`src/hw/rtl/ecs_pkg.sv`:
```
`default_nettype none
// ----------------------------------------------------------------------------
// ecs_pkg
// Types and constants shared by the expo curve shaper modules.
// ----------------------------------------------------------------------------
package ecs_pkg;

  localparam int MAX_W    = 15;
  localparam int PCT_W    = 7;
  localparam int X_W      = 10;
  localparam int SCALE_SH = 9;
  localparam int REM_W    = MAX_W + SCALE_SH;
  localparam int CUBE_SH  = 16;
  localparam int RECIP_SH = 24;
  localparam int RECIP_W  = 18;

  localparam logic [PCT_W-1:0]   PCT_RANGE = 7'd100;
  localparam logic [RECIP_W-1:0] RECIP_100 = 18'd167773;
  localparam logic [5:0]         ROUND_ADD = 6'd50;

  localparam logic REG_MAX_VALUE    = 1'b0;
  localparam logic REG_EXPO_PERCENT = 1'b1;

  typedef struct packed {
    logic             neg;
    logic [REM_W-1:0] rem;
    logic [X_W-1:0]   quot;
    logic [MAX_W-1:0] mval;
    logic [PCT_W-1:0] pct;
  } div_stage_t;

endpackage
`default_nettype wire

```
`src/hw/rtl/expo_curve_shaper.sv`:
```
`default_nettype none
// ----------------------------------------------------------------------------
// expo_curve_shaper
// Cubic expo curve on a signed sample: saturate, scale to +/-512 through a
// row of ten division cells, blend the cube with the linear term, rescale.
// The start transfer is registered, then passes through the division cells and the curve pipeline to out_valid.
// One sample is taken every cycle while busy is low; busy is high during reset and in the first
// cycle after reset is released. Synchronous reset restores max_value 512 and expo_percent 0.
// ----------------------------------------------------------------------------
module expo_curve_shaper #(
  parameter int SAMPLE_BITS = 16
) (
  input  wire                          clk,
  input  wire                          rst_n,
  input  wire                          start,
  output logic                         busy,
  input  wire signed [SAMPLE_BITS-1:0] in_sample,
  output logic                         out_valid,
  output logic signed [SAMPLE_BITS-1:0] out_shaped,
  input  wire                          cfg_we,
  input  wire                          cfg_index,
  input  wire [ecs_pkg::MAX_W-1:0]     cfg_wdata
);
  import ecs_pkg::*;

  localparam int MAG_W = (SAMPLE_BITS + 1 > MAX_W + 1) ? SAMPLE_BITS + 1 : MAX_W + 1;

  logic [MAX_W-1:0] max_value_r;
  logic [PCT_W-1:0] expo_percent_r;
  logic             ready_r;

  logic                   in_vld_r;
  logic [SAMPLE_BITS-1:0] in_s_r;

  logic [MAX_W-1:0] m_eff;
  logic [PCT_W-1:0] p_eff;
  logic [MAG_W-1:0] s_mag;
  logic [MAX_W-1:0] clamped;
  div_stage_t       head;

  logic       vld_chain [0:X_W];
  div_stage_t pay_chain [0:X_W];

  logic               res_vld;
  logic signed [18:0] res;
  logic signed [32:0] res_ext;

  always_ff @(posedge clk) begin
    if (!rst_n) begin
      max_value_r    <= MAX_W'(512);
      expo_percent_r <= '0;
      ready_r        <= 1'b0;
      in_vld_r       <= 1'b0;
    end else begin
      ready_r  <= 1'b1;
      in_vld_r <= start & ready_r;
      if (cfg_we && cfg_index == REG_MAX_VALUE) begin
        max_value_r <= cfg_wdata;
      end
      if (cfg_we && cfg_index == REG_EXPO_PERCENT) begin
        expo_percent_r <= cfg_wdata[PCT_W-1:0];
      end
    end
  end

  always_ff @(posedge clk) begin
    in_s_r <= in_sample;
  end

  always_comb begin
    m_eff = (max_value_r == '0) ? MAX_W'(1) : max_value_r;
    p_eff = (expo_percent_r > PCT_RANGE) ? PCT_RANGE : expo_percent_r;
    if (in_s_r[SAMPLE_BITS-1]) begin
      s_mag = MAG_W'(-$signed({in_s_r[SAMPLE_BITS-1], in_s_r}));
    end else begin
      s_mag = MAG_W'({1'b0, in_s_r});
    end
    clamped   = (s_mag > MAG_W'(m_eff)) ? m_eff : s_mag[MAX_W-1:0];
    head.neg  = in_s_r[SAMPLE_BITS-1];
    head.rem  = {clamped, {SCALE_SH{1'b0}}};
    head.quot = '0;
    head.mval = m_eff;
    head.pct  = p_eff;
  end

  assign vld_chain[0] = in_vld_r;
  assign pay_chain[0] = head;

  for (genvar i = 0; i < X_W; i++) begin : g_div
    ecs_div_cell #(
      .SHIFT(X_W - 1 - i)
    ) u_cell (
      .clk    (clk),
      .rst_n  (rst_n),
      .vld_in (vld_chain[i]),
      .d_in   (pay_chain[i]),
      .vld_out(vld_chain[i+1]),
      .d_out  (pay_chain[i+1])
    );
  end

  ecs_curve_pipe u_curve (
    .clk    (clk),
    .rst_n  (rst_n),
    .vld_in (vld_chain[X_W]),
    .d_in   (pay_chain[X_W]),
    .vld_out(res_vld),
    .res_out(res)
  );

  assign res_ext    = 33'(res);
  assign busy       = ~ready_r;
  assign out_valid  = res_vld;
  assign out_shaped = res_ext[SAMPLE_BITS-1:0];

endmodule
`default_nettype wire

```
`src/hw/rtl/ecs_div_cell.sv`:
```
`default_nettype none
// ----------------------------------------------------------------------------
// ecs_div_cell
// One restoring division step: decides one quotient bit and passes the
// partial remainder on to the next cell.
// ----------------------------------------------------------------------------
module ecs_div_cell #(
  parameter int SHIFT = 0
) (
  input  wire                      clk,
  input  wire                      rst_n,
  input  wire                      vld_in,
  input  ecs_pkg::div_stage_t      d_in,
  output logic                     vld_out,
  output ecs_pkg::div_stage_t      d_out
);
  import ecs_pkg::*;

  logic [REM_W:0] divisor;
  logic [REM_W:0] trial;
  logic           take;
  div_stage_t     d_nxt;
  logic           vld_r;
  div_stage_t     d_r;

  always_comb begin
    divisor = {{(REM_W + 1 - MAX_W){1'b0}}, d_in.mval} << SHIFT;
    trial   = {1'b0, d_in.rem} - divisor;
    take    = ~trial[REM_W];
    d_nxt   = d_in;
    if (take) begin
      d_nxt.rem  = trial[REM_W-1:0];
      d_nxt.quot = d_in.quot | (X_W'(1) << SHIFT);
    end
  end

  always_ff @(posedge clk) begin
    if (!rst_n) begin
      vld_r <= 1'b0;
    end else begin
      vld_r <= vld_in;
    end
  end

  always_ff @(posedge clk) begin
    d_r <= d_nxt;
  end

  assign vld_out = vld_r;
  assign d_out   = d_r;

endmodule
`default_nettype wire

```
`src/hw/rtl/ecs_curve_pipe.sv`:
```
`default_nettype none
// ----------------------------------------------------------------------------
// ecs_curve_pipe
// Cubic blend, rounding divide by one hundred and rescale to full range,
// in seven registered stages.
// ----------------------------------------------------------------------------
module ecs_curve_pipe (
  input  wire                   clk,
  input  wire                   rst_n,
  input  wire                   vld_in,
  input  ecs_pkg::div_stage_t   d_in,
  output logic                  vld_out,
  output logic signed [18:0]    res_out
);
  import ecs_pkg::*;

  logic [6:0] vld_r;

  logic [X_W-1:0]   s1_ax_r;
  logic [19:0]      s1_sq_r;
  logic [16:0]      s1_lin_r;
  logic             s1_neg_r;
  logic [MAX_W-1:0] s1_m_r;
  logic [PCT_W-1:0] s1_p_r;

  logic [29:0]      s2_cube_r;
  logic [16:0]      s2_lin_r;
  logic             s2_neg_r;
  logic [MAX_W-1:0] s2_m_r;
  logic [PCT_W-1:0] s2_p_r;

  logic [18:0]      s3_cp_r;
  logic [16:0]      s3_lin_r;
  logic             s3_neg_r;
  logic [MAX_W-1:0] s3_m_r;

  logic [17:0]      s4_t_r;
  logic             s4_neg_r;
  logic [MAX_W-1:0] s4_m_r;

  logic [35:0]      s5_prod_r;
  logic             s5_neg_r;
  logic [MAX_W-1:0] s5_m_r;

  logic [26:0]      s6_rm_r;
  logic             s6_neg_r;

  logic signed [18:0] s7_res_r;

  logic [17:0] sum_a;
  logic [17:0] t_nxt;
  logic        tneg_nxt;
  logic [17:0] rmag;

  always_comb begin
    sum_a = {1'b0, s3_cp_r[18:2]} + {1'b0, s3_lin_r};
    if (!s3_neg_r) begin
      t_nxt    = sum_a + 18'(ROUND_ADD);
      tneg_nxt = 1'b0;
    end else if (sum_a >= 18'(ROUND_ADD)) begin
      t_nxt    = sum_a - 18'(ROUND_ADD);
      tneg_nxt = 1'b1;
    end else begin
      t_nxt    = 18'(ROUND_ADD) - sum_a;
      tneg_nxt = 1'b0;
    end
    rmag = s6_rm_r[26:SCALE_SH];
  end

  always_ff @(posedge clk) begin
    if (!rst_n) begin
      vld_r <= '0;
    end else begin
      vld_r <= {vld_r[5:0], vld_in};
    end
  end

  always_ff @(posedge clk) begin
    s1_ax_r   <= d_in.quot;
    s1_sq_r   <= d_in.quot * d_in.quot;
    s1_lin_r  <= (PCT_RANGE - d_in.pct) * d_in.quot;
    s1_neg_r  <= d_in.neg;
    s1_m_r    <= d_in.mval;
    s1_p_r    <= d_in.pct;

    s2_cube_r <= s1_sq_r * s1_ax_r;
    s2_lin_r  <= s1_lin_r;
    s2_neg_r  <= s1_neg_r;
    s2_m_r    <= s1_m_r;
    s2_p_r    <= s1_p_r;

    s3_cp_r   <= s2_cube_r[27:CUBE_SH] * s2_p_r;
    s3_lin_r  <= s2_lin_r;
    s3_neg_r  <= s2_neg_r;
    s3_m_r    <= s2_m_r;

    s4_t_r    <= t_nxt;
    s4_neg_r  <= tneg_nxt;
    s4_m_r    <= s3_m_r;

    s5_prod_r <= s4_t_r * RECIP_100;
    s5_neg_r  <= s4_neg_r;
    s5_m_r    <= s4_m_r;

    s6_rm_r   <= s5_prod_r[35:RECIP_SH] * s5_m_r;
    s6_neg_r  <= s5_neg_r;

    s7_res_r  <= s6_neg_r ? -$signed({1'b0, rmag}) : $signed({1'b0, rmag});
  end

  assign vld_out = vld_r[6];
  assign res_out = s7_res_r;

endmodule
`default_nettype wire
```
`config.mk`:
```
export PLATFORM = sky130hd
export DESIGN_NAME = expo_curve_shaper
export DESIGN_NICKNAME = d
export VERILOG_FILES = /design/src/hw/rtl/ecs_pkg.sv /design/src/hw/rtl/expo_curve_shaper.sv /design/src/hw/rtl/ecs_div_cell.sv /design/src/hw/rtl/ecs_curve_pipe.sv
export SDC_FILE = /design/constraint.sdc
export NUM_CORES = 2
export LEC_CHECK = 0
export ABC_AREA = 0
export BUFFER_PORTS_ARGS = -buffer_cell sky130_fd_sc_hd__buf_2
export CAP_MARGIN = 25
export CORE_AREA = 5 5 303 305
export CTS_BUF_LIST = sky130_fd_sc_hd__clkbuf_4 sky130_fd_sc_hd__clkbuf_8
export DETAILED_ROUTE_END_ITERATION = 16
export DIE_AREA = 0 0 308 310
export GPL_TIMING_DRIVEN = 0
export PLACE_DENSITY = 0.76
export SETUP_SLACK_MARGIN = 0.02
export SLEW_MARGIN = 20
export SYNTH_ARGS = -nofsm -noshare
export SYNTH_HDL_FRONTEND = slang
export SYNTH_SLANG_ARGS = --single-unit
```
`constraint.sdc`:
```
create_clock -name clk -period 11.09 [get_ports clk]
set_input_delay 0.5545 -clock clk [delete_from_list [all_inputs] [get_ports clk]]
set_output_delay 0.5545 -clock clk [all_outputs]
set_load 0.01 [all_outputs]
```
==> results.json <==
{
  "grt_pass1_vias": 38040,
  "final_min_period_over_clock_period_pct": 70.69,
  "setup_failing_eps_final": 0,
  "reg2reg_to": "u_curve.s2_cube_r[27]$_DFF_P_",
  "total_wire_length_after_detailed_routing_um": 104000,
  "worst_slew_margin_rel_pct": 28.27,
  "core_region_area_um2": 89050,
  "path_common_cell": "sky130_fd_sc_hd__fa_1",
  "chipHeight_um": 310,
  "crit_arrival_ns": 8.48,
  "avgSynthCellArea_um2": 9.648,
  "design.die.area_um2": 95480,
  "critPathCaptureType": "register",
  "post_cts.repair.setup_buffers": 0,
  "share_of_post_route_cells_with_drive_strength_above_1_pct": 6.136,
  "clock_latency_on_the_worst_skew_pair_ns": 0.76,
  "grt_setup_unrepaired": "no",
  "clock-skew-final_ns": 0.03054,
  "yosys_warnings": 0,
  "criticalPathCategory": "register to register",
  "cts.htree.levels": 3,
  "initial_utilization_pct": 58.42,
  "synth_area_um2": 52020,
  "cts-resized-gates": 0,
  "synth-async-reset-ratio_pct": 0,
  "cp.required_ns": 11.74,
  "rr_worst_depth": 23,
  "hold_path_startpoint": "cfg_wdata[9]",
  "groute.usage.overall_pct": 22.42,
  "drcViolationCount": 0,
  "status": "complete, no violations",
  "finish.net_count": 6758,
  "critPathLaunchType": "register",
  "worst-r2r-setup-slack_ns": 3.25,
  "first_pass_grt_wire_length_um": 178200,
  "numCtsBuffers": 120,
  "io_buffer_count": 51,
  "path_max_fanout": 10,
  "synth_flop_cell": "sky130_fd_sc_hd__dfxtp_1",
  "finalWeightedCongestion": 0.9194,
  "clock_tree_from_tritoncts": "yes",
  "die_w_um": 308,
  "timing.final.max_slew_violations": 0,
  "finalSetupTns_ns": 0,
  "slowest_delay_ns": 0.89,
  "synth.yosys.seq_area_share_pct": 29.94,
  "grt-ovfl-total": 0,
  "timing.critical_path.cells": "clkbuf_1 > buf_1 > nand2_1 > fa_1 > inv_1 > fa_1 > fa_1 > fa_1 > inv_1 > fa_1 > inv_1 > ha_1 > a21oi_1 > o221ai_1 > a21o_1 > a221oi_1 > o21ai_0 > o41ai_1 > nand4b_1 > a41oi_1 > a21oi_1 > o21bai_1 > xor2_1",
  "post_drt_via_cell_ratio": 5.205,
  "min_period_ns": 7.839,
  "clkSinkCount": 778,
  "maximum_number_of_pins_on_one_net_before_global_route_repair": 19,
  "hpwlAfterDp_um": 82770,
  "wire_per_inst_um": 15.15,
  "synth_cells": 5392,
  "ffs_latches_synth": 778,
  "hold-path-endpoint": "max_value_r[9]$_SDFFE_PN1P_",
  "achievable-frequency_ghz": 0.1276,
  "antenna_found_initial": 3,
  "io-pin-count": 54,
  "cts.reportedPaths.clkPinSlew_ns": 0.06,
  "row_count": 110,
  "final_hold_viol_count": 0,
  "max_cap_viols": 0,
  "edff_count_synth": 0,
  "clock_path_buffers": 3,
  "p_r_area_growth_vs_syn_pct": 8.959,
  "ys_types": 83,
  "holdCritPathClass": "input port to register",
  "timing.rr.start": "u_curve.s1_ax_r[2]$_DFF_P_",
  "min_delay_path_depth": 3,
  "timing_worst_slew_pin_value_ns": 1.076,
  "via_count": 35740,
  "detail-route-antenna-nets": 0,
  "detailedRoute.firstIterationViolations": 1694,
  "cp_max_stage_cell": "sky130_fd_sc_hd__a221oi_1",
  "cts_root_buf": "sky130_fd_sc_hd__clkbuf_8",
  "ctsHoldBuffers": 23,
  "drt_first_pass_iters": 7
}
[stage by stage]
stage               util (%)  hold WS [ns]  cell area [µm²]  instances  setup WS, ns
floorplan                  -        0.3096            52030       5394         4.983
global placement       60.37        0.3098            53760       6621         3.541
detailed placement     60.37        0.3121            53760       6621         3.427
CTS                    63.64      0.001901            56670       6862         3.432
global route           63.65       0.03874            56680       6865         2.829
finish                 63.66       0.06735            56680       6866         3.251
[worst max-delay path by stage]
stage | from | end | slack [ns] | cells past startpoint
5_1_grt | in_s_r[6]$_DFF_P_ | g_div[0].u_cell.d_out[54]$_DFF_P_ | 2.83 | 26
2_1_floorplan | u_curve.s1_ax_r[1]$_DFF_P_ | u_curve.s2_cube_r[27]$_DFF_P_ | 4.98 | 23
6_report | u_curve.s1_ax_r[2]$_DFF_P_ | u_curve.s2_cube_r[27]$_DFF_P_ | 3.25 | 23
3_5_place_dp | u_curve.s1_ax_r[2]$_DFF_P_ | u_curve.s2_cube_r[27]$_DFF_P_ | 3.43 | 23
3_3_place_gp | u_curve.s1_ax_r[2]$_DFF_P_ | u_curve.s2_cube_r[27]$_DFF_P_ | 3.54 | 23
4_1_cts | u_curve.s1_ax_r[2]$_DFF_P_ | u_curve.s2_cube_r[27]$_DFF_P_ | 3.43 | 23
[final cells by class]
class,count,area (µm²)
antenna,2,5.005
buffer,135,518.0
clock buffer,168,2168
clock inverter,50,513.0
fill,7132,32360
inverter,1003,3765
multi-input combinational,3478,32170
sequential,778,15570
tap,1176,1471
timing repair buffer,76,495.5
[Yosys cell counts, types with 36 or more instances]
cell type	number	area share, %
sky130_fd_sc_hd__a21boi_0	36	0.52
sky130_fd_sc_hd__a21o_1	48	0.69
sky130_fd_sc_hd__a21oi_1	191	1.8
sky130_fd_sc_hd__and2_1	281	3.4
sky130_fd_sc_hd__clkbuf_1	128	0.92
sky130_fd_sc_hd__dfxtp_1	778	30
sky130_fd_sc_hd__fa_1	569	22
sky130_fd_sc_hd__ha_1	561	13
sky130_fd_sc_hd__inv_1	1003	7.2
sky130_fd_sc_hd__nand2_1	535	3.9
sky130_fd_sc_hd__nand2b_1	43	0.52
sky130_fd_sc_hd__nand3_1	57	0.55
sky130_fd_sc_hd__nor2_1	231	1.7
sky130_fd_sc_hd__nor2b_1	48	0.58
sky130_fd_sc_hd__nor3_1	59	0.57
sky130_fd_sc_hd__o21a_1	39	0.56
sky130_fd_sc_hd__o21ai_0	133	1.3
sky130_fd_sc_hd__xnor2_1	196	3.3
sky130_fd_sc_hd__xor2_1	78	1.3
[routing by layer]
metal	global-route usage (%)	share of wire, %	vias to the layer above	wire length, µm
li1	-	-	17380	-
met5	0	0.012	-	13
met2	40.70	50	833	52250
met1	26.73	41	17240	42450
met3	3.723	4.9	279	5092
met4	8.779	4.1	2	4230
[cells in the final DEF (no fill, tap or decap), types with 59 or more instances in the layout]
cell type,Yosys,layout
sky130_fd_sc_hd__xnor2_1,196,196
sky130_fd_sc_hd__nor2_1,231,231
sky130_fd_sc_hd__inv_1,1003,1003
sky130_fd_sc_hd__nor3_1,59,59
sky130_fd_sc_hd__fa_1,569,569
sky130_fd_sc_hd__dfxtp_1,778,778
sky130_fd_sc_hd__and2_1,281,281
sky130_fd_sc_hd__nand2_1,535,535
sky130_fd_sc_hd__xor2_1,78,78
sky130_fd_sc_hd__o21ai_0,133,133
sky130_fd_sc_hd__a21oi_1,191,191
sky130_fd_sc_hd__clkbuf_8,0,145
sky130_fd_sc_hd__clkbuf_1,128,128
sky130_fd_sc_hd__ha_1,561,561
[sequential cells by signal (all words and copies together), names as in the netlist, 10 cells and up]
register and flops:
u_curve.s3_cp_r 17, in_s_r 16, u_curve.s4_m_r 15, u_curve.s2_lin_r 17, g_div.u_cell.d_out 456, u_curve.s1_lin_r 17
u_curve.s4_t_r 18, u_curve.s5_prod_r 12, u_curve.s1_m_r 15, u_curve.s6_rm_r 16, u_curve.res_out 16, g_div.u_cell.vld_out 10
u_curve.s2_cube_r 12, u_curve.s5_m_r 15, max_value_r 15, u_curve.s1_ax_r 10, u_curve.s3_m_r 15, u_curve.s2_m_r 15
u_curve.s3_lin_r 17, u_curve.s1_sq_r 18
[worst max-delay path, delay by kind of cell (launching register included)]
family,cells,cell delay [ns]
AND/OR/NAND/NOR,2,0.36
XOR/XNOR,1,0.14
flip-flops,1,0.31
AO/OA/AOI/OAI,9,2.95
adder cells (fa/ha/maj),6,2.82
buffers and inverters,5,1.15
[kinds of logic after synthesis]
group	count (synthesis)	share of synthesized area (%)
xor gates and xnor gates	275	4.644
other	2	0.01444
and+or+nand+nor	1382	12.82
buffers and inverters	1138	8.233
adders and majority gates	1130	35.39
AOI/OAI and AO/OA	644	8.055
muxes	43	0.9067
DFF	778	29.94
Power is left out: the tool's default activity adds up to more than one toggle a clock period on the data nets, which glitch-free logic cannot reach.
